<file path="config.mk">
export PLATFORM = sky130hd
export DESIGN_NAME = rbb_window
export DESIGN_NICKNAME = d
export VERILOG_FILES = /design/src/hdl/rbb_pkg.sv /design/src/hdl/rbb_window.sv
export SDC_FILE = /design/constraint.sdc
export NUM_CORES = 1
export LEC_CHECK = 0
export ABC_CLOCK_PERIOD_IN_PS = 33000
export BUFFER_PORTS_ARGS = -buffer_cell sky130_fd_sc_hd__buf_2
export CORE_UTILIZATION = 49
export CTS_BUF_LIST = sky130_fd_sc_hd__clkbuf_4 sky130_fd_sc_hd__clkbuf_8 sky130_fd_sc_hd__clkbuf_16
export DETAILED_ROUTE_END_ITERATION = 7
export GPL_TIMING_DRIVEN = 0
export PLACE_DENSITY = 0.71
export SYNTH_ARGS = -nofsm -noshare
export SYNTH_HDL_FRONTEND = slang
export SYNTH_SLANG_ARGS = --single-unit
</file>
<file path="constraint.sdc">
create_clock -name clk -period 33 [get_ports clk]
set_input_delay 3.3 -clock clk [delete_from_list [all_inputs] [get_ports clk]]
set_output_delay 3.3 -clock clk [all_outputs]
set_load 0.005 [all_outputs]
</file>
<file path="src/hdl/rbb_pkg.sv">
// Types and constants shared by the 3x3 box blur modules.
package rbb_pkg;

  localparam int unsigned MAX_WIDTH_DEF  = 1024;
  localparam int unsigned MAX_HEIGHT_DEF = 1024;

  localparam int unsigned CFG_W     = 11;
  localparam int unsigned CFG_IDX_W = 1;
  localparam int unsigned CH_W      = 8;
  localparam int unsigned PIX_W     = 3 * CH_W;
  localparam int unsigned SUM_W     = $clog2(9 * (2 ** CH_W - 1) + 1);

  localparam logic [CFG_IDX_W-1:0] REG_IMAGE_WIDTH  = 1'b0;
  localparam logic [CFG_IDX_W-1:0] REG_IMAGE_HEIGHT = 1'b1;

  localparam logic [CFG_W-1:0] WIDTH_RESET  = 11'd640;
  localparam logic [CFG_W-1:0] HEIGHT_RESET = 11'd480;

  localparam logic MODE_DRAIN = 1'b1;

  typedef logic [PIX_W-1:0] pixel_t;

  // Number of in-frame neighbors that the window sum covers.
  typedef enum logic [1:0] {
    CNT_FOUR = 2'd0,
    CNT_SIX  = 2'd1,
    CNT_NINE = 2'd2
  } cnt_code_t;

  // Which sides of the output pixel lie inside the frame, and whether it ends the frame.
  typedef struct packed {
    logic up;
    logic down;
    logic left;
    logic right;
    logic frame_end;
  } nbr_t;

  typedef struct packed {
    logic [SUM_W-1:0] red;
    logic [SUM_W-1:0] green;
    logic [SUM_W-1:0] blue;
    cnt_code_t        cnt;
    logic             frame_end;
  } sum_t;

endpackage

</file>
<file path="src/hdl/rbb_window.sv">
// Two-column pixel window and the masked 3x3 channel sums.
module rbb_window (
  input  logic              clk,
  input  logic              rst_n,
  input  logic              shift_en,
  input  rbb_pkg::pixel_t   col_top,
  input  rbb_pkg::pixel_t   col_mid,
  input  rbb_pkg::pixel_t   col_bot,
  input  rbb_pkg::nbr_t     nbr,
  output rbb_pkg::sum_t     sums
);

  localparam int unsigned SUM_W = rbb_pkg::SUM_W;
  localparam int unsigned CH_W  = rbb_pkg::CH_W;

  // Entries 0..2 are the older column (top, middle, bottom), 3..5 the newer one.
  rbb_pkg::pixel_t win_r [6];
  rbb_pkg::pixel_t newcol [3];

  assign newcol[0] = col_top;
  assign newcol[1] = col_mid;
  assign newcol[2] = col_bot;

  always_ff @(posedge clk) begin
    if (!rst_n) begin
      for (int i = 0; i < 6; i++) begin
        win_r[i] <= '0;
      end
    end else if (shift_en) begin
      for (int i = 0; i < 3; i++) begin
        win_r[i]     <= win_r[i + 3];
        win_r[i + 3] <= newcol[i];
      end
    end
  end

  always_comb begin
    rbb_pkg::pixel_t  px;
    logic             keep;
    logic [SUM_W-1:0] red;
    logic [SUM_W-1:0] green;
    logic [SUM_W-1:0] blue;
    red   = '0;
    green = '0;
    blue  = '0;
    for (int r = 0; r < 3; r++) begin
      for (int c = 0; c < 3; c++) begin
        px   = (c == 2) ? newcol[r] : win_r[c * 3 + r];
        keep = !((r == 0 && !nbr.up) || (r == 2 && !nbr.down) ||
                 (c == 0 && !nbr.left) || (c == 2 && !nbr.right));
        if (keep) begin
          red   = red   + SUM_W'(px[3*CH_W-1:2*CH_W]);
          green = green + SUM_W'(px[2*CH_W-1:CH_W]);
          blue  = blue  + SUM_W'(px[CH_W-1:0]);
        end
      end
    end
    sums.red       = red;
    sums.green     = green;
    sums.blue      = blue;
    sums.frame_end = nbr.frame_end;
    if ((nbr.up && nbr.down) && (nbr.left && nbr.right)) begin
      sums.cnt = rbb_pkg::CNT_NINE;
    end else if ((nbr.up && nbr.down) || (nbr.left && nbr.right)) begin
      sums.cnt = rbb_pkg::CNT_SIX;
    end else begin
      sums.cnt = rbb_pkg::CNT_FOUR;
    end
  end

endmodule

</file>
==> results.py <==
metrics = {
    "run_status": {
        "status": "finished, final reports clean",
    },
    "critical_path": {
        "worstReg2RegStart": "win_r[5][15]",
        "crit_fanout": 10,
        "cpLargestDelayFamily": "buffers and inverters",
        "reg2reg_slack_ns": 32.00,
        "path_class": "input port to output pin",
        "arrival_ns": 15.27,
        "cp_num_cells": 51,
        "path_buf_inv": 9,
        "slowest_stage": "o41ai_1",
        "setup.worst_path.start": "nbr[2]",
        "r2r_cells": 1,
        "startpoint_type": "input port",
        "cp.required_ns": 29.70,
        "r2r-end": "win_r[2][15]",
        "cp-endpoint": "sums[13]",
        "worstSetupEndpointType": "output pin",
        "cp_common_cell": "ha_1",
        "crit_path_max_incr_delay_ns": 0.88,
    },
    "pwr": {
        "ir_worst_vdd_mv": 0.04131,
        "powerDensity_mw_per_mm2": 59.36,
        "p_leak_nw": 8.690,
    },
    "grt": {
        "globalRouteOverflowTotal": 0,
        "grt_pass1_wl_mm": 71.45,
        "grt_pass1_vias": 14060,
        "grt_max_degree": 65,
        "grt_antenna_before_repair": 1,
        "grt_usage": 0.2710,
    },
    "layout": {
        "layout-drive-gt1-share": 0.09833,
        "largestRegisters": "win_r (144)",
        "final_common_cell": "ha_1",
        "largest_register": "win_r",
        "diodes": 0,
        "largest_reg_flops": 144,
        "syn_to_final_growth_pct": 11.02,
        "nFillCells": 2930,
        "nets": 2320,
        "final_cell_mix": "ha_1 (193), and3_1 (173), nor2_1 (157)",
    },
    "cts": {
        "cts_made_buffers": 17,
        "ctsHoldBuffers": 0,
        "clock_latency_ns": 0.44,
        "cts_tree": "yes",
        "h-tree-depth": 4,
        "clock-sinks": 144,
        "cts_setup_buffers": 0,
        "cts_buffer_depth": 2,
        "cts-root-buf": "clkbuf_16",
        "clk_pin_slew_worst_paths_ns": 0.06,
        "cts_resized": 0,
    },
    "place": {
        "place.port_buffers": 115,
        "gp_congestion": 0.9591,
        "dpl.hpwl_mm": 36.03,
        "dpl_worst_slack_ns": 14.67,
    },
    "timing": {
        "relSlewSlack": 0.2164,
        "rsz0062_at_grt": "no",
        "tns_ns": 0,
        "tightest_slew_ns": 1.161,
        "post-route-period-util": 0.5626,
        "finalHoldViolCount": 0,
        "final_max_slew_viol_count": 0,
        "clock_skew_ns": 0.01403,
        "layout_setup_ws_ns": 14.43,
        "setup_viol": 0,
        "fmax_ghz": 0.05386,
        "finalCriticalPeriod_ns": 18.57,
    },
    "drt": {
        "wl_mm": 45.95,
        "wl_per_cell_microns": 18.56,
        "ant_nets": 0,
        "drc": 0,
        "viasPerCell": 5.878,
        "dr_total_vias": 14550,
        "drt-initial-drc-count": 1357,
        "first_pass_iters": 5,
    },
    "logic_synthesis": {
        "synthCells": 1887,
        "ys_seq_area_frac": 0.2650,
        "synth-edff-count": 144,
        "synthArstFlopShare": 0,
        "yosysWarnings": 0,
        "ys_seq_elements": 144,
        "ys.flop_type": "edfxtp_1",
        "syn_area_sq_mm": 0.01632,
        "synth_cell_types": 80,
        "syn_nets": 2184,
        "syn_avg_cell_area_sq_um": 8.648,
    },
    "die": {
        "die-area_sq_mm": 0.03404,
        "pin_count": 119,
        "die_y_microns": 184.5,
        "placement_rows": 66,
        "initial_core_util": 0.5003,
        "fp.dieW_microns": 184.5,
        "fp.coreArea_sq_mm": 0.03262,
    },
    "job": {
        "cap_violations": 0,
    },
    "min_path": {
        "hold_class": "flip-flop to flip-flop",
    },
}
==> per-stage QoR <==
step	instances	power, mW	utilization	hold slack (ns)	cell area (sq um)
2_1_floorplan	1887	0.7105	-	0.5644	16320
3_3_place_gp	2444	0.8314	0.5349	0.5718	17450
3_5_place_dp	2446	0.8553	0.5368	0.5828	17510
4_1_cts	2476	1.066	0.5554	0.5968	18120
5_1_grt	2476	1.156	0.5554	0.6093	18120
6_report	2476	1.075	0.5554	0.5949	18120
==> cells by family (layout without fill, tap and decap cells) <==
family,count (synthesis),after routing,share of synthesized area
adders and majority gates,221,221,0.1799
DFF,144,144,0.2650
AOI/OAI and AO/OA,499,499,0.1909
muxes,57,57,0.03757
buffers and inverters,203,350,0.04739
xor gates and xnor gates,156,156,0.08733
and+or+nand+nor,607,607,0.1919
==> Yosys cell counts, types with 24 or more instances <==
library cell	instances	area [sq um]
a21o_1	48	360.4
a21oi_1	146	730.7
and3_1	173	1082
clkbuf_1	68	255.2
edfxtp_1	144	4324
fa_1	24	480.5
ha_1	193	2415
inv_1	127	476.7
mux2_2	30	337.8
mux2i_1	26	260.3
nand2_1	110	412.9
nand3_1	24	120.1
nor2_1	157	589.3
nor2b_1	42	262.8
o21a_1	37	277.8
o21ai_0	131	655.6
xnor2_1	98	858.3
xor2_1	52	455.4
==> layer usage <==
metal	track usage	up-vias	part of all wire
met4	0.1140	0	0.035
met1	0.3572	6866	0.44
met5	0	-	0
met3	0.02746	92	0.061
li1	-	7097	-
met2	0.4513	499	0.46
==> cell type report <==
class,count,area (sq um),share of cell area
Sequential cell,144,4324,0.2387
Buffer,75,292.8,0.01616
Inverter,128,480.5,0.02652
Clock inverter,11,166.4,0.009186
Clock buffer,19,440.4,0.02431
Multi-Input combinational cell,1540,11230,0.6198
Timing Repair Buffer,117,630.6,0.03481
Tap cell,442,553.0,0.03053
==> report_power, final <==
group          total [mW]  switching (mW)  leakage (nW)  internal (mW)
combinational       0.642           0.364          6.82          0.278
clock               0.210          0.0829         0.295          0.127
sequential          0.223         0.00710          1.57          0.216
==> worst min-delay path by stage <==
stage | startpoint | endpoint | slack (ns) | cells after the start
5_1_grt | win_r[4][16] | win_r[1][16] | 0.61 | 1
2_1_floorplan | win_r[3][11] | win_r[0][11] | 0.56 | 1
3_5_place_dp | win_r[3][16] | win_r[0][16] | 0.58 | 1
3_3_place_gp | win_r[3][21] | win_r[0][21] | 0.57 | 1
4_1_cts | win_r[4][16] | win_r[1][16] | 0.60 | 1
6_report | win_r[3][7] | win_r[0][7] | 0.59 | 1
No activity file was read; power rests on OpenSTA's default activity.
