## src/hdl/rbb_pkg.sv

```systemverilog
// Types and constants shared by the 3x3 box blur modules.
package rbb_pkg;

  localparam int unsigned MAX_WIDTH_DEF  = 1024;
  localparam int unsigned MAX_HEIGHT_DEF = 1024;

  localparam int unsigned CFG_W     = 11;
  localparam int unsigned CFG_IDX_W = 1;
  localparam int unsigned CH_W      = 8;
  localparam int unsigned PIX_W     = 3 * CH_W;
  localparam int unsigned SUM_W     = $clog2(9 * (2 ** CH_W - 1) + 1);

  localparam logic [CFG_IDX_W-1:0] REG_IMAGE_WIDTH  = 1'b0;
  localparam logic [CFG_IDX_W-1:0] REG_IMAGE_HEIGHT = 1'b1;

  localparam logic [CFG_W-1:0] WIDTH_RESET  = 11'd640;
  localparam logic [CFG_W-1:0] HEIGHT_RESET = 11'd480;

  localparam logic MODE_DRAIN = 1'b1;

  typedef logic [PIX_W-1:0] pixel_t;

  // Number of in-frame neighbors that the window sum covers.
  typedef enum logic [1:0] {
    CNT_FOUR = 2'd0,
    CNT_SIX  = 2'd1,
    CNT_NINE = 2'd2
  } cnt_code_t;

  // Which sides of the output pixel lie inside the frame, and whether it ends the frame.
  typedef struct packed {
    logic up;
    logic down;
    logic left;
    logic right;
    logic frame_end;
  } nbr_t;

  typedef struct packed {
    logic [SUM_W-1:0] red;
    logic [SUM_W-1:0] green;
    logic [SUM_W-1:0] blue;
    cnt_code_t        cnt;
    logic             frame_end;
  } sum_t;

endpackage

```

## src/hdl/rbb_if.sv

```systemverilog


interface rbb_out_if;
  logic                      valid;
  logic                      ready;
  logic [rbb_pkg::CH_W-1:0]  blur_red;
  logic [rbb_pkg::CH_W-1:0]  blur_green;
  logic [rbb_pkg::CH_W-1:0]  blur_blue;
  logic                      frame_end;

  modport source (output valid, blur_red, blur_green, blur_blue, frame_end, input ready);
  modport sink   (input valid, blur_red, blur_green, blur_blue, frame_end, output ready);
endinterface


```

## src/hdl/rbb_divide.sv

```systemverilog
// Sum register, division by the neighbor count and the output register.
module rbb_divide (
  input  logic              clk,
  input  logic              rst_n,
  input  logic              offer,
  input  rbb_pkg::sum_t     sums,
  output logic              take_ready,
  rbb_out_if.source         out_if
);

  localparam int unsigned SUM_W       = rbb_pkg::SUM_W;
  localparam int unsigned CH_W        = rbb_pkg::CH_W;
  localparam int unsigned RECIP_SHIFT = 14;
  localparam int unsigned PROD_W      = SUM_W + RECIP_SHIFT;
  // Rounded-up reciprocals; exact for every sum that nine 8-bit values can reach.
  localparam logic [RECIP_SHIFT-1:0] RECIP_SIX  = RECIP_SHIFT'((2 ** RECIP_SHIFT + 5) / 6);
  localparam logic [RECIP_SHIFT-1:0] RECIP_NINE = RECIP_SHIFT'((2 ** RECIP_SHIFT + 8) / 9);

  function automatic logic [CH_W-1:0] div_count(input logic [SUM_W-1:0] sum,
                                                input rbb_pkg::cnt_code_t cnt);
    logic [PROD_W-1:0] prod;
    logic [CH_W-1:0]   q;
    prod = '0;
    q    = '0;
    unique case (cnt)
      rbb_pkg::CNT_FOUR: q = CH_W'(sum >> 2);
      rbb_pkg::CNT_SIX: begin
        prod = PROD_W'(sum) * PROD_W'(RECIP_SIX);
        q    = CH_W'(prod >> RECIP_SHIFT);
      end
      rbb_pkg::CNT_NINE: begin
        prod = PROD_W'(sum) * PROD_W'(RECIP_NINE);
        q    = CH_W'(prod >> RECIP_SHIFT);
      end
      default: q = '0;
    endcase
    return q;
  endfunction

  rbb_pkg::sum_t   s2_r;
  logic            s2_valid_r;
  logic            out_valid_r;
  logic [CH_W-1:0] red_r;
  logic [CH_W-1:0] green_r;
  logic [CH_W-1:0] blue_r;
  logic            frame_end_r;
  logic            out_free;
  logic            out_load;

  assign out_free   = !out_valid_r || out_if.ready;
  assign take_ready = !s2_valid_r || out_free;
  assign out_load   = s2_valid_r && out_free;

  always_ff @(posedge clk) begin
    if (!rst_n) begin
      s2_valid_r  <= 1'b0;
      out_valid_r <= 1'b0;
    end else begin
      if (offer && take_ready) begin
        s2_valid_r <= 1'b1;
      end else if (out_free) begin
        s2_valid_r <= 1'b0;
      end
      if (out_load) begin
        out_valid_r <= 1'b1;
      end else if (out_if.ready) begin
        out_valid_r <= 1'b0;
      end
    end
  end

  always_ff @(posedge clk) begin
    if (offer && take_ready) begin
      s2_r <= sums;
    end
    if (out_load) begin
      red_r       <= div_count(s2_r.red, s2_r.cnt);
      green_r     <= div_count(s2_r.green, s2_r.cnt);
      blue_r      <= div_count(s2_r.blue, s2_r.cnt);
      frame_end_r <= s2_r.frame_end;
    end
  end

  assign out_if.valid      = out_valid_r;
  assign out_if.blur_red   = red_r;
  assign out_if.blur_green = green_r;
  assign out_if.blur_blue  = blue_r;
  assign out_if.frame_end  = frame_end_r;

endmodule

```

## src/flat_wrapper.sv

```systemverilog
// flat-port wrapper written by rule: the top's interface ports become plain ports
module rbb_divide_flat 
  (clk, rst_n, offer, sums, take_ready, out_if_valid, out_if_blur_red, out_if_blur_green, out_if_blur_blue, out_if_frame_end, out_if_ready);
  rbb_out_if out_if_i ();
  input  logic clk;
  input  logic rst_n;
  input  logic offer;
  input  rbb_pkg::sum_t sums;
  output logic take_ready;
  output wire logic [$bits(out_if_i.valid)-1:0] out_if_valid;
  output wire logic [$bits(out_if_i.blur_red)-1:0] out_if_blur_red;
  output wire logic [$bits(out_if_i.blur_green)-1:0] out_if_blur_green;
  output wire logic [$bits(out_if_i.blur_blue)-1:0] out_if_blur_blue;
  output wire logic [$bits(out_if_i.frame_end)-1:0] out_if_frame_end;
  input wire logic [$bits(out_if_i.ready)-1:0] out_if_ready;
  assign out_if_valid = out_if_i.valid;
  assign out_if_blur_red = out_if_i.blur_red;
  assign out_if_blur_green = out_if_i.blur_green;
  assign out_if_blur_blue = out_if_i.blur_blue;
  assign out_if_frame_end = out_if_i.frame_end;
  assign out_if_i.ready = out_if_ready;
  rbb_divide u_core (.clk(clk), .rst_n(rst_n), .offer(offer), .sums(sums), .take_ready(take_ready), .out_if(out_if_i));
endmodule
```

## config.mk

```make
export PLATFORM = sky130hd
export DESIGN_NAME = rbb_divide_flat
export DESIGN_NICKNAME = d
export VERILOG_FILES = /design/src/hdl/rbb_pkg.sv /design/src/hdl/rbb_if.sv /design/src/hdl/rbb_divide.sv /design/src/flat_wrapper.sv
export SDC_FILE = /design/constraint.sdc
export NUM_CORES = 1
export LEC_CHECK = 0
export ABC_AREA = 0
export BUFFER_PORTS_ARGS = -buffer_cell sky130_fd_sc_hd__buf_2
export CELL_PAD_IN_SITES_DETAIL_PLACEMENT = 0
export CELL_PAD_IN_SITES_GLOBAL_PLACEMENT = 2
export CORE_ASPECT_RATIO = 1.1
export CORE_MARGIN = 2
export CORE_UTILIZATION = 46
export CTS_BUF_LIST = sky130_fd_sc_hd__clkbuf_16
export DETAILED_ROUTE_END_ITERATION = 8
export GPL_TIMING_DRIVEN = 0
export PLACE_DENSITY = 0.93
export SKIP_LAST_GASP = 1
export SLEW_MARGIN = 20
export SYNTH_ARGS = -nofsm -noshare
export SYNTH_HDL_FRONTEND = slang
export SYNTH_SLANG_ARGS = --single-unit
export TNS_END_PERCENT = 10
```

## constraint.sdc

```tcl
create_clock -name clk -period 8.6 [get_ports clk]
set_input_delay 0.43 -clock clk [delete_from_list [all_inputs] [get_ports clk]]
set_output_delay 0.43 -clock clk [all_outputs]
set_load 0.01 [all_outputs]
```

==> flow_results.xml <==
<?xml version="1.0" encoding="UTF-8"?>
<metrics>
  <group name="outcome">
    <metric name="run_status" unit="">finished, final reports clean</metric>
  </group>
  <group name="clock_tree">
    <metric name="cts_root_buffer" unit="">sky130_fd_sc_hd__clkbuf_16</metric>
    <metric name="numCtsBuffers" unit="">9</metric>
    <metric name="cts_max_level" unit="">3</metric>
    <metric name="cts.sinks" unit="">66</metric>
    <metric name="tritoncts" unit="">built</metric>
    <metric name="clk_latency" unit="ns">0.37</metric>
    <metric name="clk_pin_slew" unit="ns">0.07</metric>
    <metric name="postCtsSetupRepairBufs" unit="">0</metric>
    <metric name="clockBufferDepth" unit="">2</metric>
    <metric name="cts-resized-gates" unit="">0</metric>
    <metric name="postCtsHoldBufs" unit="">0</metric>
  </group>
  <group name="yosys">
    <metric name="share_of_async_settable_or_async_resettable_flops_after_synthesis" unit="">0</metric>
    <metric name="yosys_warnings" unit="">0</metric>
    <metric name="ys_seq_elements" unit="">66</metric>
    <metric name="synth_fp_nets" unit="">2212</metric>
    <metric name="synth_ff_type" unit="">sky130_fd_sc_hd__edfxtp_1</metric>
    <metric name="dominant_cell_by_count_in_the_synthesized_netlist" unit="">sky130_fd_sc_hd__inv_1</metric>
    <metric name="post_synth_most_frequent_cells" unit="">sky130_fd_sc_hd__inv_1 (472), sky130_fd_sc_hd__ha_1 (414), sky130_fd_sc_hd__fa_1 (210)</metric>
    <metric name="post_synth_num_cell_types" unit="">73</metric>
    <metric name="netlist_instances" unit="">1545</metric>
    <metric name="syn_avg_cell_area" unit="um^2">10.2</metric>
    <metric name="synthesis.area" unit="mm^2">0.0158</metric>
    <metric name="synth_enable_flop_cells" unit="">64</metric>
    <metric name="seq_area_frac_synth" unit="">0.124</metric>
    <metric name="synth_area_leader" unit="">sky130_fd_sc_hd__ha_1</metric>
    <metric name="area_fraction_of_the_dominant_cell_type_after_synthesis" unit="">0.328</metric>
    <metric name="synthTopCellsByArea" unit="">sky130_fd_sc_hd__ha_1 (33%), sky130_fd_sc_hd__fa_1 (27%), sky130_fd_sc_hd__edfxtp_1 (12%)</metric>
  </group>
  <group name="timing">
    <metric name="timing.final.setup_violations" unit="">0</metric>
    <metric name="maxSlewHeadroom" unit="">0.512</metric>
    <metric name="rsz_0062_raised_after_global_routing" unit="">false</metric>
    <metric name="finClkSkew" unit="ns">0.0179</metric>
    <metric name="timing_max_transition_violations_final" unit="">0</metric>
    <metric name="max_slew.worst_pin.slew" unit="ns">0.723</metric>
    <metric name="setup_ws" unit="ns">3.03</metric>
    <metric name="clock.fmax" unit="MHz">180</metric>
    <metric name="setup_total_negative_slack" unit="ns">0</metric>
    <metric name="final_hold_viol_count" unit="">0</metric>
    <metric name="ratio_of_final_minimum_period_to_clock_period" unit="">0.647</metric>
    <metric name="finalWorstPathRequiredPeriod" unit="ns">5.57</metric>
  </group>
  <group name="worst_hold_path">
    <metric name="whs_path_depth" unit="">1</metric>
    <metric name="hold-path-endpoint" unit="">u_core.s2_r[32]</metric>
    <metric name="min_path_type" unit="">input port to register</metric>
    <metric name="min_from" unit="">sums[32]</metric>
  </group>
  <group name="cells_and_area">
    <metric name="antennaDiodeCount" unit="">0</metric>
    <metric name="layout-area-overhead-vs-synth" unit="%">7.92</metric>
    <metric name="final_net_count" unit="">2294</metric>
    <metric name="fraction_of_layout_cells_with_a_size_suffix_above_1" unit="">0.0693</metric>
    <metric name="fillerInstances" unit="">3105</metric>
  </group>
  <group name="placement">
    <metric name="dp_hpwl" unit="um">29700</metric>
    <metric name="port-buffer-count" unit="">69</metric>
    <metric name="detailedPlace.worstSlack" unit="ns">3.00</metric>
    <metric name="gp_congestion" unit="">0.875</metric>
  </group>
  <group name="global_route">
    <metric name="grt_first_pass_wirelength" unit="um">56600</metric>
    <metric name="grt_antenna_before_repair" unit="">0</metric>
    <metric name="vias_in_the_first_global_route" unit="">11300</metric>
    <metric name="grt_start_max_net_pins" unit="">27</metric>
    <metric name="groute.usage.overall" unit="">0.202</metric>
    <metric name="grt.overflow.total" unit="">0</metric>
  </group>
  <group name="detailed_routing">
    <metric name="viasPerCell" unit="">5.06</metric>
    <metric name="total_number_of_vias" unit="">10500</metric>
    <metric name="drc" unit="">0</metric>
    <metric name="routedWlPerCell" unit="um">16.4</metric>
    <metric name="drt_pass1_iterations" unit="">5</metric>
    <metric name="drt-initial-drc-count" unit="">462</metric>
    <metric name="antenna_left" unit="">0</metric>
    <metric name="route.final.wire_length" unit="um">33900</metric>
  </group>
  <group name="floorplan">
    <metric name="core_area" unit="mm^2">0.0340</metric>
    <metric name="dieWidth" unit="um">181</metric>
    <metric name="fp-row-count" unit="">71</metric>
    <metric name="die_h" unit="um">198</metric>
    <metric name="top_level_ports" unit="">70</metric>
    <metric name="initial_utilization" unit="">0.464</metric>
    <metric name="die_area" unit="mm^2">0.0358</metric>
  </group>
  <group name="power_and_ir_drop">
    <metric name="ir_drop" unit="mV">0.120</metric>
    <metric name="leakage_power" unit="uW">0.00924</metric>
    <metric name="cellPowerDensity" unit="mW/mm^2">274</metric>
  </group>
  <group name="setup_path">
    <metric name="r2r_setup_slack" unit="ns">3.03</metric>
    <metric name="timing.setup.critical_path_class" unit="">register to register</metric>
    <metric name="worst_setup_start_kind" unit="">register</metric>
    <metric name="worstPathArrival" unit="ns">5.67</metric>
    <metric name="crit_path_max_fanout" unit="">7</metric>
    <metric name="critical_path.endpoint_type" unit="">register</metric>
    <metric name="worst_r2r_path_depth" unit="">19</metric>
    <metric name="worstPathRequired" unit="ns">8.70</metric>
    <metric name="crit-reg2reg-launch" unit="">u_core.s2_r[17]</metric>
    <metric name="critical_path.reg2reg.endpoint" unit="">u_core.out_if.blur_green[6]</metric>
  </group>
  <group name="job">
    <metric name="drv_cap" unit="">0</metric>
  </group>
</metrics>
worst max-delay path: stages (launching register included):
cell,delay (ns)
sky130_fd_sc_hd__edfxtp_1,0.64
sky130_fd_sc_hd__inv_1,0.17
sky130_fd_sc_hd__fa_1,0.53
sky130_fd_sc_hd__inv_1,0.05
sky130_fd_sc_hd__ha_1,0.30
sky130_fd_sc_hd__inv_1,0.07
sky130_fd_sc_hd__fa_1,0.49
sky130_fd_sc_hd__inv_1,0.05
sky130_fd_sc_hd__fa_1,0.48
sky130_fd_sc_hd__inv_1,0.05
sky130_fd_sc_hd__fa_1,0.47
sky130_fd_sc_hd__inv_1,0.04
sky130_fd_sc_hd__ha_1,0.32
sky130_fd_sc_hd__nand2_1,0.06
sky130_fd_sc_hd__o21ai_0,0.42
sky130_fd_sc_hd__o211ai_1,0.18
sky130_fd_sc_hd__a31oi_1,0.28
sky130_fd_sc_hd__a21oi_1,0.18
sky130_fd_sc_hd__xnor2_1,0.16
sky130_fd_sc_hd__a221o_1,0.36
flip-flops by register name, indices dropped and copies added, names as in the netlist:
name                      cells
u_core.out_if.blur_green      8
u_core.out_if.blur_blue       8
u_core.s2_valid_r             1
u_core.out_if.valid           1
u_core.out_if.frame_end       1
u_core.s2_r                  39
u_core.out_if.blur_red        8
layer usage:
layer	vias to the layer above	GRT usage	wire, um
met1	5092	0.261	15200
met5	-	0	0
met3	34	0.0252	1080
met4	0	0.0579	721
li1	5179	-	-
met2	160	0.357	16900
cells by family (layout without fill, tap and decap cells):
kind of cell,count (synthesis),in the layout,synth area share
buffers and inverters,483,569,0.118
AO/OA/AOI/OAI,171,171,0.0785
adder cells (fa/ha/maj),624,624,0.595
multiplexers,17,17,0.0109
XOR/XNOR,55,55,0.0305
flip-flops,66,66,0.124
AND/OR/NAND/NOR,129,129,0.0424
worst max-delay path by stage:
stage                                  end  slack (ns)  cells past startpoint            start
6_report       u_core.out_if.blur_green[6]        3.03                     19  u_core.s2_r[17]
4_1_cts        u_core.out_if.blur_green[6]        2.97                     19  u_core.s2_r[18]
2_1_floorplan    u_core.out_if.blur_red[5]        3.70                     19  u_core.s2_r[30]
5_1_grt        u_core.out_if.blur_green[6]        2.68                     19  u_core.s2_r[18]
3_3_place_gp   u_core.out_if.blur_green[6]        3.11                     19  u_core.s2_r[18]
3_5_place_dp   u_core.out_if.blur_green[6]        3.00                     19  u_core.s2_r[18]
cells in the final DEF, fill, tap and decap left out, types with 3 or more instances in the layout:
cell type,n
sky130_fd_sc_hd__mux2i_1,16
sky130_fd_sc_hd__nand3b_1,4
sky130_fd_sc_hd__fa_1,210
sky130_fd_sc_hd__nand2b_1,7
sky130_fd_sc_hd__buf_2,69
sky130_fd_sc_hd__a211oi_1,9
sky130_fd_sc_hd__o21ai_0,25
sky130_fd_sc_hd__or3_1,5
sky130_fd_sc_hd__clkbuf_16,9
sky130_fd_sc_hd__o211ai_1,7
sky130_fd_sc_hd__o21a_1,5
sky130_fd_sc_hd__xor2_1,13
sky130_fd_sc_hd__clkbuf_8,5
sky130_fd_sc_hd__a21oi_1,34
sky130_fd_sc_hd__edfxtp_1,64
sky130_fd_sc_hd__o21ai_1,8
sky130_fd_sc_hd__o22ai_1,7
sky130_fd_sc_hd__a31oi_1,6
sky130_fd_sc_hd__ha_1,414
sky130_fd_sc_hd__a211o_1,6
sky130_fd_sc_hd__inv_1,472
sky130_fd_sc_hd__a22oi_1,3
sky130_fd_sc_hd__a21o_1,15
sky130_fd_sc_hd__nand4_1,9
sky130_fd_sc_hd__xnor2_1,42
sky130_fd_sc_hd__nor2_1,23
sky130_fd_sc_hd__nand2_1,31
sky130_fd_sc_hd__nor2b_1,11
sky130_fd_sc_hd__nand3_1,12
sky130_fd_sc_hd__nor3_1,8
sky130_fd_sc_hd__o21bai_1,5
sky130_fd_sc_hd__a32oi_1,4
sky130_fd_sc_hd__o311ai_0,3
sky130_fd_sc_hd__and3_1,7
sky130_fd_sc_hd__clkbuf_1,4
through the flow:
stage / area [um^2] / std cells / hold WS (ns) / util / total power [uW]
6_report: 17000 / 2069 / 0.228 / 0.500 / 4660
5_1_grt: 17000 / 2069 / 0.217 / 0.500 / 5260
4_1_cts: 17000 / 2069 / 0.207 / 0.500 / 4730
3_5_place_dp: 16700 / 2054 / 0.515 / 0.491 / 4270
3_3_place_gp: 16700 / 2052 / 0.489 / 0.490 / 4200
2_1_floorplan: 15800 / 1545 / 0.400 / - / 3300
cell type report:
class | count | area, um^2 | share of cell area
Multi-Input combinational cell | 996 | 12000 | 0.702
Clock buffer | 9 | 225 | 0.0132
Timing Repair Buffer | 71 | 385 | 0.0226
Tap cell | 438 | 548 | 0.0322
Clock inverter | 6 | 82.6 | 0.00485
Inverter | 472 | 1770 | 0.104
Sequential cell | 66 | 1960 | 0.115
Buffer | 11 | 95.1 | 0.00559
where the power goes:
part | leakage [uW] | switching [uW] | internal [uW]
combinational | 0.00846 | 2150 | 1630
sequential | 0.000635 | 48.5 | 426
clock | 0.000153 | 167 | 251
Note: power is estimated with default switching activity, not from simulation.
